--- src/rtl/nft_pkg.sv ---
package nft_pkg;

    localparam int CFG_IDX_W = 3;
    localparam int GAIN_W    = 16;
    localparam int DATA_W    = 32;
    localparam int DT_W      = 16;
    localparam int MUL_W     = 33;
    localparam int PROD_W    = 66;
    localparam int ACC_W     = 58;
    localparam int PX_W      = 49;
    localparam int SQ_W      = 64;
    localparam int ROOT_W    = 32;
    localparam int STEP_W    = 4;

    // register indexes on the configuration port
    localparam logic [CFG_IDX_W-1:0] REG_POS_LIN  = 3'd0;
    localparam logic [CFG_IDX_W-1:0] REG_POS_QUAD = 3'd1;
    localparam logic [CFG_IDX_W-1:0] REG_VEL_LIN  = 3'd2;
    localparam logic [CFG_IDX_W-1:0] REG_VEL_QUAD = 3'd3;

    localparam logic signed [GAIN_W-1:0] RST_POS_LIN  = 16'sd5120;
    localparam logic signed [GAIN_W-1:0] RST_POS_QUAD = 16'sd128;
    localparam logic signed [GAIN_W-1:0] RST_VEL_LIN  = 16'sd1280;
    localparam logic signed [GAIN_W-1:0] RST_VEL_QUAD = 16'sd84;

    // micro-sequence lengths
    localparam int SQ_LEN   = 3;
    localparam int PULL_LEN = 9;
    localparam int MOVE_LEN = 7;

    typedef struct packed {
        logic signed [DATA_W-1:0] target_x;
        logic signed [DATA_W-1:0] target_y;
        logic signed [DATA_W-1:0] target_vx;
        logic signed [DATA_W-1:0] target_vy;
        logic [DT_W-1:0]          time_step;
        logic                     load_position;
        logic signed [DATA_W-1:0] ext_pos_x;
        logic signed [DATA_W-1:0] ext_pos_y;
        logic                     load_velocity;
        logic signed [DATA_W-1:0] ext_vel_x;
        logic signed [DATA_W-1:0] ext_vel_y;
    } t_in;

    typedef struct packed {
        logic signed [DATA_W-1:0] new_pos_x;
        logic signed [DATA_W-1:0] new_pos_y;
        logic signed [DATA_W-1:0] new_vel_x;
        logic signed [DATA_W-1:0] new_vel_y;
    } t_out;

    typedef enum logic [2:0] {
        ST_IDLE, ST_ERR, ST_SQ, ST_ROOT, ST_PULL, ST_SAT, ST_MOVE, ST_DONE
    } t_state;

    // multiplier operand selection
    typedef enum logic [4:0] {
        M_NONE, M_EXX, M_EYY, M_EXL, M_EYL, M_K1EX, M_K1EY,
        M_K2PHX, M_K2PLX, M_K2PHY, M_K2PLY,
        M_VXDT, M_VYDT, M_AXDT, M_AYDT, M_ADTXDT, M_ADTYDT
    } t_msel;

    // use of the registered product
    typedef enum logic [4:0] {
        U_NONE, U_SQ_SET, U_SQ_ADD, U_PX, U_PY, U_ACCX, U_ACCY,
        U_TMPX, U_K2X, U_TMPY, U_K2Y,
        U_VDTX, U_VDTY, U_ADTX, U_ADTY, U_HALFX, U_HALFY
    } t_usel;

    typedef struct packed {
        t_msel msel;
        t_usel usel;
    } t_mop;

    typedef struct packed {
        logic load;
        logic err_ld;
        logic vsel;
        logic root_go;
        logic sat_acc;
        logic commit;
        t_mop mop;
    } t_cmd;

    typedef struct packed {
        logic root_busy;
    } t_stat;

    function automatic logic signed [DATA_W-1:0] sat32(input logic signed [63:0] v);
        logic signed [63:0] hi;
        logic signed [63:0] lo;
        hi = 64'sd2147483647;
        lo = -64'sd2147483648;
        if (v > hi) begin
            return DATA_W'(hi);
        end else if (v < lo) begin
            return DATA_W'(lo);
        end
        return DATA_W'(v);
    endfunction

    function automatic t_mop sq_op(input logic [STEP_W-1:0] step);
        t_mop m;
        m = '{msel: M_NONE, usel: U_NONE};
        unique case (step)
            4'd0:    m = '{msel: M_EXX,  usel: U_NONE};
            4'd1:    m = '{msel: M_EYY,  usel: U_SQ_SET};
            4'd2:    m = '{msel: M_NONE, usel: U_SQ_ADD};
            default: m = '{msel: M_NONE, usel: U_NONE};
        endcase
        return m;
    endfunction

    function automatic t_mop pull_op(input logic [STEP_W-1:0] step);
        t_mop m;
        m = '{msel: M_NONE, usel: U_NONE};
        unique case (step)
            4'd0:    m = '{msel: M_EXL,   usel: U_NONE};
            4'd1:    m = '{msel: M_EYL,   usel: U_PX};
            4'd2:    m = '{msel: M_K1EX,  usel: U_PY};
            4'd3:    m = '{msel: M_K2PHX, usel: U_ACCX};
            4'd4:    m = '{msel: M_K2PLX, usel: U_TMPX};
            4'd5:    m = '{msel: M_K1EY,  usel: U_K2X};
            4'd6:    m = '{msel: M_K2PHY, usel: U_ACCY};
            4'd7:    m = '{msel: M_K2PLY, usel: U_TMPY};
            4'd8:    m = '{msel: M_NONE,  usel: U_K2Y};
            default: m = '{msel: M_NONE,  usel: U_NONE};
        endcase
        return m;
    endfunction

    function automatic t_mop move_op(input logic [STEP_W-1:0] step);
        t_mop m;
        m = '{msel: M_NONE, usel: U_NONE};
        unique case (step)
            4'd0:    m = '{msel: M_VXDT,   usel: U_NONE};
            4'd1:    m = '{msel: M_VYDT,   usel: U_VDTX};
            4'd2:    m = '{msel: M_AXDT,   usel: U_VDTY};
            4'd3:    m = '{msel: M_AYDT,   usel: U_ADTX};
            4'd4:    m = '{msel: M_ADTXDT, usel: U_ADTY};
            4'd5:    m = '{msel: M_ADTYDT, usel: U_HALFX};
            4'd6:    m = '{msel: M_NONE,   usel: U_HALFY};
            default: m = '{msel: M_NONE,   usel: U_NONE};
        endcase
        return m;
    endfunction

endpackage

--- src/rtl/nft_ctrl.sv ---
module nft_ctrl (
    input  logic           i_clk,
    input  logic           i_rst_n,
    input  logic           i_in_valid,
    output logic           o_in_ready,
    output logic           o_out_valid,
    input  logic           i_out_ready,
    input  nft_pkg::t_stat i_stat,
    output nft_pkg::t_cmd  o_cmd
);

    nft_pkg::t_state             r_state, n_state;
    logic [nft_pkg::STEP_W-1:0]  r_step, n_step;
    logic                        r_vsel, n_vsel;
    logic                        r_ovalid, n_ovalid;
    logic                        w_accept;
    logic                        w_commit;

    assign o_in_ready  = (r_state == nft_pkg::ST_IDLE);
    assign w_accept    = i_in_valid && o_in_ready;
    assign w_commit    = (r_state == nft_pkg::ST_DONE) && (!r_ovalid || i_out_ready);
    assign o_out_valid = r_ovalid;

    always_ff @(posedge i_clk) begin
        if (!i_rst_n) begin
            r_state  <= nft_pkg::ST_IDLE;
            r_step   <= '0;
            r_vsel   <= 1'b0;
            r_ovalid <= 1'b0;
        end else begin
            r_state  <= n_state;
            r_step   <= n_step;
            r_vsel   <= n_vsel;
            r_ovalid <= n_ovalid;
        end
    end

    // next state
    always_comb begin
        n_state  = r_state;
        n_step   = r_step;
        n_vsel   = r_vsel;
        n_ovalid = w_commit ? 1'b1 : (i_out_ready ? 1'b0 : r_ovalid);
        unique case (r_state)
            nft_pkg::ST_IDLE: begin
                if (w_accept) begin
                    n_state = nft_pkg::ST_ERR;
                    n_vsel  = 1'b0;
                end
            end
            nft_pkg::ST_ERR: begin
                n_state = nft_pkg::ST_SQ;
                n_step  = '0;
            end
            nft_pkg::ST_SQ: begin
                if (r_step == nft_pkg::STEP_W'(nft_pkg::SQ_LEN - 1)) begin
                    n_state = nft_pkg::ST_ROOT;
                    n_step  = '0;
                end else begin
                    n_step = r_step + 1'b1;
                end
            end
            nft_pkg::ST_ROOT: begin
                if (r_step == '0) begin
                    n_step = nft_pkg::STEP_W'(1);
                end else if (!i_stat.root_busy) begin
                    n_state = nft_pkg::ST_PULL;
                    n_step  = '0;
                end
            end
            nft_pkg::ST_PULL: begin
                if (r_step == nft_pkg::STEP_W'(nft_pkg::PULL_LEN - 1)) begin
                    n_step = '0;
                    if (r_vsel) begin
                        n_state = nft_pkg::ST_SAT;
                    end else begin
                        n_state = nft_pkg::ST_ERR;
                        n_vsel  = 1'b1;
                    end
                end else begin
                    n_step = r_step + 1'b1;
                end
            end
            nft_pkg::ST_SAT: begin
                n_state = nft_pkg::ST_MOVE;
                n_step  = '0;
            end
            nft_pkg::ST_MOVE: begin
                if (r_step == nft_pkg::STEP_W'(nft_pkg::MOVE_LEN - 1)) begin
                    n_state = nft_pkg::ST_DONE;
                    n_step  = '0;
                end else begin
                    n_step = r_step + 1'b1;
                end
            end
            nft_pkg::ST_DONE: begin
                if (w_commit) begin
                    n_state = nft_pkg::ST_IDLE;
                end
            end
            default: n_state = nft_pkg::ST_IDLE;
        endcase
    end

    // commands
    always_comb begin
        o_cmd         = '0;
        o_cmd.load    = w_accept;
        o_cmd.vsel    = r_vsel;
        o_cmd.commit  = w_commit;
        o_cmd.mop     = '{msel: nft_pkg::M_NONE, usel: nft_pkg::U_NONE};
        unique case (r_state)
            nft_pkg::ST_ERR:  o_cmd.err_ld  = 1'b1;
            nft_pkg::ST_SQ:   o_cmd.mop     = nft_pkg::sq_op(r_step);
            nft_pkg::ST_ROOT: o_cmd.root_go = (r_step == '0);
            nft_pkg::ST_PULL: o_cmd.mop     = nft_pkg::pull_op(r_step);
            nft_pkg::ST_SAT:  o_cmd.sat_acc = 1'b1;
            nft_pkg::ST_MOVE: o_cmd.mop     = nft_pkg::move_op(r_step);
            default: ;
        endcase
    end

    a_commit_free: assert property (@(posedge i_clk) disable iff (!i_rst_n)
        o_cmd.commit |-> (!r_ovalid || i_out_ready))
        else $error("result committed over an untaken result");

    a_load_then_err: assert property (@(posedge i_clk) disable iff (!i_rst_n)
        o_cmd.load |=> (r_state == nft_pkg::ST_ERR) && !r_vsel)
        else $error("transfer did not start the error phase");

    a_root_done: assert property (@(posedge i_clk) disable iff (!i_rst_n)
        (r_state == nft_pkg::ST_PULL) |-> !i_stat.root_busy)
        else $error("pull terms started before square root finished");

    a_commit_valid: assert property (@(posedge i_clk) disable iff (!i_rst_n)
        o_cmd.commit |=> r_ovalid && (r_state == nft_pkg::ST_IDLE))
        else $error("commit did not raise result valid");

endmodule

--- config.mk ---
export PLATFORM = sky130hd
export DESIGN_NAME = nft_ctrl
export DESIGN_NICKNAME = d
export VERILOG_FILES = /design/src/rtl/nft_pkg.sv /design/src/rtl/nft_ctrl.sv
export SDC_FILE = /design/constraint.sdc
export NUM_CORES = 1
export LEC_CHECK = 0
export BUFFER_PORTS_ARGS = -buffer_cell sky130_fd_sc_hd__buf_2
export CORE_ASPECT_RATIO = 0.5
export CORE_UTILIZATION = 45
export DETAILED_ROUTE_END_ITERATION = 12
export GPL_TIMING_DRIVEN = 1
export HOLD_SLACK_MARGIN = 0.1
export PLACE_DENSITY = 0.72
export RECOVER_POWER = 100
export SLEW_MARGIN = 10
export SYNTH_ARGS = -nofsm -noshare
export SYNTH_HDL_FRONTEND = slang
export SYNTH_SLANG_ARGS = --single-unit
--- constraint.sdc ---
create_clock -name i_clk -period 2.5 [get_ports i_clk]
set_input_delay 0.375 -clock i_clk [delete_from_list [all_inputs] [get_ports i_clk]]
set_output_delay 0.375 -clock i_clk [all_outputs]
set_load 0.02 [all_outputs]
==> reports/qor.yml, run 1 <==
n_fill_cell: 264
die_width_um: 80.0
grt_pass1_vias: 1063
synthCells: 173
layout.nets: 210
synth_area_leader_cell: "sky130_fd_sc_hd__dfxtp_1"
setup_viol_count_final: 0
die_h_um: 41.0
insertion_delay_ps: 260
vias: 1267
cellInternalPower_uw: 860
power.share.sequential: 0.260
final.period_utilization: 0.965
vias_per_cell: 5.41
dominantRegCellSynth: "sky130_fd_sc_hd__dfxtp_1"
grt_pass1_wl_mm: 4.87
clock_net_sink_count: 17
number_of_enable_flip_flop_cells_after_synthesis: 0
post_layout_nonfiller_instances: 234
critPathLaunchType: "flop"
worstPathArrival_ps: 2570
worst-r2r-cell-count: 12
clock_slew_seen_by_the_registers_of_the_worst_setup_and_hold_paths_ps: 70
drc_errors: 0
antenna_found_initial: 0
power-per-cell-area_nw_per_um2: 996
finalPower_uw: 1580
maximum_number_of_pins_on_one_net_before_global_route_repair: 13
synth.top_cell.area_share: 0.248
synth.yosys.seq_area_share: 0.248
min-delay-path-class: "input pin to flop"
area_growth_pct: 15.9
yosysMostFrequentCell: "sky130_fd_sc_hd__dfxtp_1"
synth_cell_type_count: 55
placedCellCount: 229
routedWlPerCell_um: 13.6
end_kind: "flop"
dp_slack_ps: 98.3
postSynthAreaPerCell_um2: 7.92
globalplace.congestion: 0.984
fin_skew_ps: 2.95
die_area_um2: 3280
cts_tree: "yes"
tightestPinTransition_ps: 464
grtUsageTotal: 0.209
timing_max_transition_violations_final: 0
maxSlewHeadroom: 0.687
insertedDiodeCount: 0
setup_ws_ps: 87.8
run_status: "completed"
synth_async_sr_flop_share: 0
ys.warnings.count: 0
synth.ff_latch_count: 17
routed_wirelength_mm: 3.18
io-pin-count: 23
postRouteAntennaNets: 0
worstSetupPathType: "flop to flop"
final_layout_size_suffix_gt1_frac: 0.279
drv_cap: 0
inserted_clock_buffers: 3
max-vdd-ir-drop_v: 0.000445
firstDrtPassIters: 4
cts-root-to-sink-buffers: 2
hold_viol_final: 0
portion_of_total_power_attributed_to_the_clock_network: 0.138
holdPathStages: 3
timing.critical_path.fanout_max: 6
final.min_clock_period_ps: 2410
first_iter_violations: 120
placementRows: 13
power.share.combinational: 0.602
global_route.overflow_total: 0
core_area_um2: 2730
synthesis.nets: 185
initial_utilization: 0.501
htreeDepth: 1
cts.root.buffer_cell: "sky130_fd_sc_hd__clkbuf_8"
sw_frac_of_total: 0.456
post_synth_main_area_contributors: "sky130_fd_sc_hd__dfxtp_1 25%, sky130_fd_sc_hd__ha_1 6.4%, sky130_fd_sc_hd__nand2_1 4.4%"
cts-hold-fix-buffers: 0
synth_area_um2: 1370
list_of_most_frequent_post_synthesis_cells: "17 x sky130_fd_sc_hd__dfxtp_1, 16 x sky130_fd_sc_hd__nand2_1, 12 x sky130_fd_sc_hd__inv_1"
hpwl_mm: 2.43
power_leakage_uw: 0.000694
p_sw_uw: 721
post-route-util: 0.581
fmax_mhz: 415
placement.io_buffers: 22
timing.critical_path.required_ps: 2660
## critical path: stages, from the launching register on
cell,delay (ps)
sky130_fd_sc_hd__dfxtp_1,380
sky130_fd_sc_hd__inv_1,90
sky130_fd_sc_hd__ha_1,240
sky130_fd_sc_hd__and3b_1,240
sky130_fd_sc_hd__o21ai_2,170
sky130_fd_sc_hd__a31oi_4,150
sky130_fd_sc_hd__o221ai_2,220
sky130_fd_sc_hd__and3_1,210
sky130_fd_sc_hd__inv_1,70
sky130_fd_sc_hd__ha_1,290
sky130_fd_sc_hd__inv_1,40
sky130_fd_sc_hd__mux2i_1,170
sky130_fd_sc_hd__nor2_2,40
## path summary, 6_finish.rpt
| path | end | start | slack [ps] |
|---|---|---|---|
| max reg2reg | flop | r_step[1]$_SDFFE_PN0N_ | 90 |
| min reg2reg | r_vsel$_SDFFE_PN0P_ | r_vsel$_SDFFE_PN0P_ | 520 |
| min | o_out_valid$_SDFFE_PN0P_ | i_out_ready | 430 |
| max | flop | r_step[1]$_SDFFE_PN0N_ | 90 |
## cell type report
class                   instances  area, µm²  area share
repair buffers                 33        190       0.120
clock buffers                   3       41.3      0.0260
multi-input cells             129        902       0.568
inverters                      14       57.6      0.0362
clock inverters                 1       7.51     0.00473
well taps                      37       46.3      0.0292
flip-flops and latches         17        343       0.216
## cells in the final DEF, fill, tap and decap left out, types with 6 or more instances in the layout
cell	count
sky130_fd_sc_hd__ha_1	7
sky130_fd_sc_hd__buf_2	20
sky130_fd_sc_hd__dfxtp_1	15
sky130_fd_sc_hd__o21ai_0	9
sky130_fd_sc_hd__nand2_1	15
sky130_fd_sc_hd__buf_4	11
sky130_fd_sc_hd__nor2_1	11
sky130_fd_sc_hd__inv_1	12
sky130_fd_sc_hd__a21oi_1	6
## power by group through the flow
| stage | Sequential, µW | Clock (µW) | Combinational (µW) |
|---|---|---|---|
| 2_1_floorplan | 379 | 0 | 728 |
| 3_3_place_gp | 414 | 0 | 898 |
| 3_5_place_dp | 414 | 0 | 914 |
| 4_1_cts | 407 | 223 | 918 |
| 5_1_grt | 418 | 234 | 1050 |
| 6_report | 410 | 218 | 952 |
## stage by stage
stage	TNS (ps)	cell area, µm²	hold WS (ps)
2_1_floorplan	0	1370	481
6_report	0	1590	430
5_1_grt	-23.2	1590	467
3_3_place_gp	0	1520	498
3_5_place_dp	0	1520	515
4_1_cts	0	1560	430
## kinds of logic after synthesis
logic type / after synthesis / share of synthesized area
AND/OR/NAND/NOR: 69 / 0.280
AO/OA/AOI/OAI: 48 / 0.268
buffers and inverters: 27 / 0.105
flip-flops: 17 / 0.248
adder cells (fa/ha/maj): 7 / 0.0639
multiplexers: 3 / 0.0219
XOR/XNOR: 2 / 0.0128
## what timing repair did
action | CTS | global route
setup endpoints to repair | 0 | 6
setup buffers | 0 | 1
resized for setup | 0 | 6
## per-layer routing
metal  vias up  GRT usage  wire length, µm
met5         -          0                0
met4         0     0.0759               36
li1        650          -                -
met1       573      0.271             1550
met3         4     0.0533              209
met2        40      0.348             1380
Note: power is estimated with default switching activity, not from simulation.
==> run 2: changes to the inputs <==
--- a/config.mk
+++ b/config.mk
@@ -11,7 +11,7 @@
 export DETAILED_ROUTE_END_ITERATION = 12
 export GPL_TIMING_DRIVEN = 1
 export HOLD_SLACK_MARGIN = 0.1
-export PLACE_DENSITY = 0.72
+export PLACE_DENSITY = 0.75
 export RECOVER_POWER = 100
 export SLEW_MARGIN = 10
 export SYNTH_ARGS = -nofsm -noshare
==> constraint.sdc (replaced) <==
create_clock -name i_clk -period 1.9 [get_ports i_clk]
set_input_delay 0.285 -clock i_clk [delete_from_list [all_inputs] [get_ports i_clk]]
set_output_delay 0.285 -clock i_clk [all_outputs]
set_load 0.02 [all_outputs]
==> run 2 against run 1 <==
The flow now finishes with violations (setup timing). Final area up 38%. Routed wire length up 82%. Sequential power rose by 38%. Via count grew 35%. Power rose by 98%. Global-route usage grew 10 points. Cell count is 15% higher. Critical path type is now flop to output pin. Sequential share of layout area is 5.4 points lower. Critical path depth fell by 5. First-iteration DRC count grew 100%. Worst setup slack lost 390 ps. Non-clock buffer count grew 34.
==> reports/qor.yml, run 2 (synthesized netlist as in run 1, its figures left out) <==
timing.critical_path.required_ps: 1620
hpwl_mm: 2.83
final.period_utilization: 1.16
core_area_um2: 2730
htreeDepth: 1
insertedDiodeCount: 0
max-vdd-ir-drop_v: 0.00101
global_route.overflow_total: 0
fmax_mhz: 453
routedWlPerCell_um: 21.7
run_status: "finished, violations left"
hold_slack_ps: 358
vias_per_cell: 6.39
die_h_um: 41.0
placementRows: 13
power_leakage_uw: 0.000912
final.min_clock_period_ps: 2210
grt_pass1_wl_mm: 7.13
maxSlewHeadroom: 0.785
clock_slew_seen_by_the_registers_of_the_worst_setup_and_hold_paths_ps: 70
grt_pass1_vias: 1468
cts-root-to-sink-buffers: 2
die_area_um2: 3280
clock_net_sink_count: 17
drc_errors: 0
first_iter_violations: 245
timing.critical_path.fanout_max: 10
multi_input_combinational_cell_area_um2: 1160
globalplace.congestion: 0.887
layout.nets: 244
mostFrequentLayoutCells: "40 x sky130_fd_sc_hd__buf_4, 13 x sky130_fd_sc_hd__buf_6, 12 x sky130_fd_sc_hd__nand2_1"
grtUsageTotal: 0.309
power-per-cell-area_nw_per_um2: 1430
cts.root.buffer_cell: "sky130_fd_sc_hd__clkbuf_8"
n_fill_cell: 144
placedCellCount: 253
maximum_number_of_pins_on_one_net_before_global_route_repair: 19
die_width_um: 80.0
inserted_clock_buffers: 3
post-route-util: 0.802
min-delay-path-class: "input pin to flop"
cts-hold-fix-buffers: 0
mostFrequentLayoutCell: "sky130_fd_sc_hd__buf_4"
insertion_delay_ps: 270
antenna_found_initial: 0
tightestPinTransition_ps: 319
timing_max_transition_violations_final: 0
vias: 1713
dp_slack_ps: -319
postRouteAntennaNets: 0
initial_utilization: 0.501
final_layout_size_suffix_gt1_frac: 0.580
setup_total_negative_slack_ps: -4230
setup_ws_ps: -307
area_growth_pct: 60.0
end_kind: "output pin"
placement.io_buffers: 22
worstSetupPathType: "flop to output pin"
regArea_um2: 355
drv_cap: 0
unrepaired_setup_endpoints_after_global_routing: "yes"
violations: "setup timing"
routed_wirelength_mm: 5.80
firstDrtPassIters: 5
worstPathArrival_ps: 1920
hold_viol_final: 0
cts_tree: "yes"
critPathLaunchType: "flop"
io-pin-count: 23
post_layout_nonfiller_instances: 268
fin_skew_ps: 4.11
setup_viol_count_final: 22
run 2: cell types whose count changed in the layout (fill, tap and decap cells not counted), moves of 3 or more:
cell                      previous run  this run
sky130_fd_sc_hd__nor3_1              4         1
sky130_fd_sc_hd__inv_1              12         7
sky130_fd_sc_hd__ha_4                0         5
sky130_fd_sc_hd__ha_1                7         1
sky130_fd_sc_hd__inv_2               0         3
sky130_fd_sc_hd__inv_4               0         3
sky130_fd_sc_hd__dfxtp_1            15        11
sky130_fd_sc_hd__buf_4              11        40
sky130_fd_sc_hd__buf_2              20        11
sky130_fd_sc_hd__buf_6               0        13
sky130_fd_sc_hd__dfxtp_4             0         3
sky130_fd_sc_hd__nand2_1            15        12
run 2: worst paths after layout:
kind	start	to	cells past startpoint	slack, ps
worst max-delay path	r_step[2]$_SDFFE_PN0N_	o_cmd[8]	7	-310
worst min register to register	r_vsel$_SDFFE_PN0P_	r_vsel$_SDFFE_PN0P_	2	540
worst min-delay path	i_out_ready	o_out_valid$_SDFFE_PN0P_	3	360
worst max register to register	r_step[0]$_SDFFE_PN0N_	flop	12	-300
run 2: power breakdown:
part,switching (µW),total (µW),internal (µW)
Sequential,103,567,465
Clock,153,302,149
Combinational,1200,2260,1060
run 2: per-layer routing:
layer  global-route usage  wire length, µm  up-vias
met5                    0                0        -
met4                0.156              282        0
met3               0.0844              650       35
met1                0.366             2280      823
met2                0.547             2580      132
li1                     -                -      723
run 2: critical path: stages, from the launching register on:
cell                       delay (ps)
sky130_fd_sc_hd__dfxtp_2          480
sky130_fd_sc_hd__buf_6            210
sky130_fd_sc_hd__inv_1            100
sky130_fd_sc_hd__nor2_2           240
sky130_fd_sc_hd__nor3_2            80
sky130_fd_sc_hd__nor2_1           230
sky130_fd_sc_hd__a211oi_2         140
sky130_fd_sc_hd__buf_4            180
run 2: repair_timing:
item,CTS,global route
setup buffers,7,4
pin swaps,12,15
setup endpoints to repair,22,24
gates cloned,0,0
gates resized for setup,52,25
run 2: per-stage QoR:
stage	total power (µW)	instance area [µm²]
2_1_floorplan	1580	1440
3_3_place_gp	2070	1760
3_5_place_dp	2120	1760
4_1_cts	2730	2070
5_1_grt	3250	2190
6_report	3130	2190
run 2: area by class of cell:
class / instances / area share
clock buffer: 3 / 0.0188
clock inverter: 1 / 0.00342
inverter: 14 / 0.0297
multi-input combinational: 129 / 0.531
sequential: 17 / 0.162
tap: 37 / 0.0211
timing repair buffer: 67 / 0.234
==> run 3: changes to the inputs <==
--- a/config.mk
+++ b/config.mk
@@ -6,12 +6,14 @@
 export NUM_CORES = 1
 export LEC_CHECK = 0
 export BUFFER_PORTS_ARGS = -buffer_cell sky130_fd_sc_hd__buf_2
+export CELL_PAD_IN_SITES_DETAIL_PLACEMENT = 1
+export CELL_PAD_IN_SITES_GLOBAL_PLACEMENT = 1
 export CORE_ASPECT_RATIO = 0.5
-export CORE_UTILIZATION = 45
+export CORE_UTILIZATION = 37
 export DETAILED_ROUTE_END_ITERATION = 12
 export GPL_TIMING_DRIVEN = 1
 export HOLD_SLACK_MARGIN = 0.1
-export PLACE_DENSITY = 0.75
+export PLACE_DENSITY = 0.81
 export RECOVER_POWER = 100
 export SLEW_MARGIN = 10
 export SYNTH_ARGS = -nofsm -noshare
==> run 3 against run 2 <==
The run still ends with setup timing left. First-iteration DRC count shrank 66%. Power grew 12%. Worst setup slack lost 130 ps. Global-route usage grew 2.7 points. Routed wire length grew 35%. Fmax shrank 5.7%. Largest cell class unchanged.
==> reports/qor.yml, run 3 (synthesized netlist as in run 1, its figures left out) <==
vias_per_cell: 6.06
setup_ws_ps: -442
final_layout_size_suffix_gt1_frac: 0.608
mostFrequentLayoutCell: "sky130_fd_sc_hd__buf_4"
hpwl_mm: 3.73
grt_pass1_wl_mm: 9.45
fmax_mhz: 427
regToRegStartpoint: "r_step[1]$_SDFFE_PN0N_"
violations: "setup timing"
final.min_clock_period_ps: 2340
clock_slew_seen_by_the_registers_of_the_worst_setup_and_hold_paths_ps: 80
die_width_um: 88.1
placement.io_buffers: 22
insertion_delay_ps: 270
grtUsageTotal: 0.336
htreeDepth: 1
setup_total_negative_slack_ps: -5690
end_kind: "output pin"
cts-root-to-sink-buffers: 2
fin_skew_ps: 1.35
drv_cap: 0
inserted_clock_buffers: 3
worstSetupPathType: "flop to output pin"
routed_wirelength_mm: 7.84
max-vdd-ir-drop_v: 0.000751
crit_start: "r_step[1]$_SDFFE_PN0N_"
timing.critical_path.required_ps: 1620
firstDrtPassIters: 4
post_layout_nonfiller_instances: 291
insertedDiodeCount: 0
initial_utilization: 0.392
power.share.sequential: 0.170
cts-hold-fix-buffers: 0
clock_net_sink_count: 17
power_leakage_uw: 0.000955
mostFrequentLayoutCells: "49 x sky130_fd_sc_hd__buf_4, 13 x sky130_fd_sc_hd__buf_6, 12 x sky130_fd_sc_hd__nand2_1"
routedWlPerCell_um: 26.9
area_growth_pct: 68.1
cts_tree: "yes"
first_iter_violations: 84
vias: 1764
tightestPinTransition_ps: 386
maxSlewHeadroom: 0.741
globalplace.congestion: 0.844
worstPathArrival_ps: 2060
unrepaired_setup_endpoints_after_global_routing: "yes"
maximum_number_of_pins_on_one_net_before_global_route_repair: 14
min-delay-path-class: "input pin to flop"
power-per-cell-area_nw_per_um2: 1520
power.share.combinational: 0.741
placementRows: 15
p_sw_uw: 1700
cellInternalPower_uw: 1800
placedCellCount: 272
core_area_um2: 3490
grt_pass1_vias: 1662
sw_frac_of_total: 0.484
run_status: "finished, violations left"
hold_viol_final: 0
layout.nets: 253
cts.root.buffer_cell: "sky130_fd_sc_hd__clkbuf_8"
global_route.overflow_total: 0
timing_max_transition_violations_final: 0
die_h_um: 45.0
worst_hold_startpoint: "i_rst_n"
n_fill_cell: 404
die_area_um2: 3970
portion_of_total_power_attributed_to_the_clock_network: 0.089
antenna_found_initial: 0
drc_errors: 0
postRouteAntennaNets: 0
final.period_utilization: 1.23
setup_viol_count_final: 23
io-pin-count: 23
critPathLaunchType: "flop"
timing.critical_path.fanout_max: 4
[run 3: final timing paths]
path                        endpoint  slack (ps)  cells after the start
max                         o_cmd[3]        -440                      8
max reg2reg                     flop        -430                     12
min reg2reg      r_vsel$_SDFFE_PN0P_         580                      2
min          r_state[1]$_SDFFE_PN0P_         420                      3
[run 3: power by group through the flow]
stage / sequential [µW] / clock (µW) / combinational [µW]
3_5_place_dp: 571 / 0 / 1730
6_report: 595 / 313 / 2590
2_1_floorplan: 518 / 0 / 1060
5_1_grt: 594 / 317 / 2720
4_1_cts: 581 / 296 / 2040
3_3_place_gp: 550 / 0 / 1630
[run 3: per-stage QoR]
stage | hold WS [ps] | power, µW | area, µm² | utilization | setup slack, ps
floorplan | 481 | 1580 | 1440 | - | -257
global placement | 502 | 2180 | 1820 | 0.521 | -252
detailed placement | 525 | 2300 | 1820 | 0.521 | -359
CTS | 346 | 2920 | 2070 | 0.594 | -276
global route | 424 | 3630 | 2300 | 0.660 | -605
finish | 416 | 3500 | 2300 | 0.660 | -442
[run 3: per-layer routing]
| layer | wire [µm] | GRT usage | vias up |
|---|---|---|---|
| met5 | 0 | 0 | - |
| li1 | - | - | 733 |
| met3 | 498 | 0.0987 | 38 |
| met1 | 3420 | 0.417 | 910 |
| met4 | 352 | 0.126 | 0 |
| met2 | 3560 | 0.566 | 83 |
[run 3: worst max-delay path, cell delays in order, from the launching register on]
cell                       delay [ps]
sky130_fd_sc_hd__dfxtp_4          380
sky130_fd_sc_hd__buf_4            150
sky130_fd_sc_hd__ha_4             180
sky130_fd_sc_hd__nor4_4           300
sky130_fd_sc_hd__nor3_2           110
sky130_fd_sc_hd__buf_4            170
sky130_fd_sc_hd__mux2i_2          190
sky130_fd_sc_hd__o21bai_1         130
sky130_fd_sc_hd__buf_4            180
[run 3: area by class of cell]
cell class                 count  area, µm²  area share
clock buffer                   3       41.3      0.0179
clock inverter                 1       7.51     0.00326
inverter                      14       65.1      0.0282
multi-input combinational    129       1170       0.509
sequential                    17        362       0.157
tap                           51       63.8      0.0277
timing repair buffer          76        592       0.257
[run 3: repair_timing]
action / in CTS / in global routing
setup endpoints to repair: 20 / 26
gates resized for setup: 47 / 40
pin swaps: 8 / 9
endpoints found under the hold margin: 0 / 0
setup buffers: 3 / 12
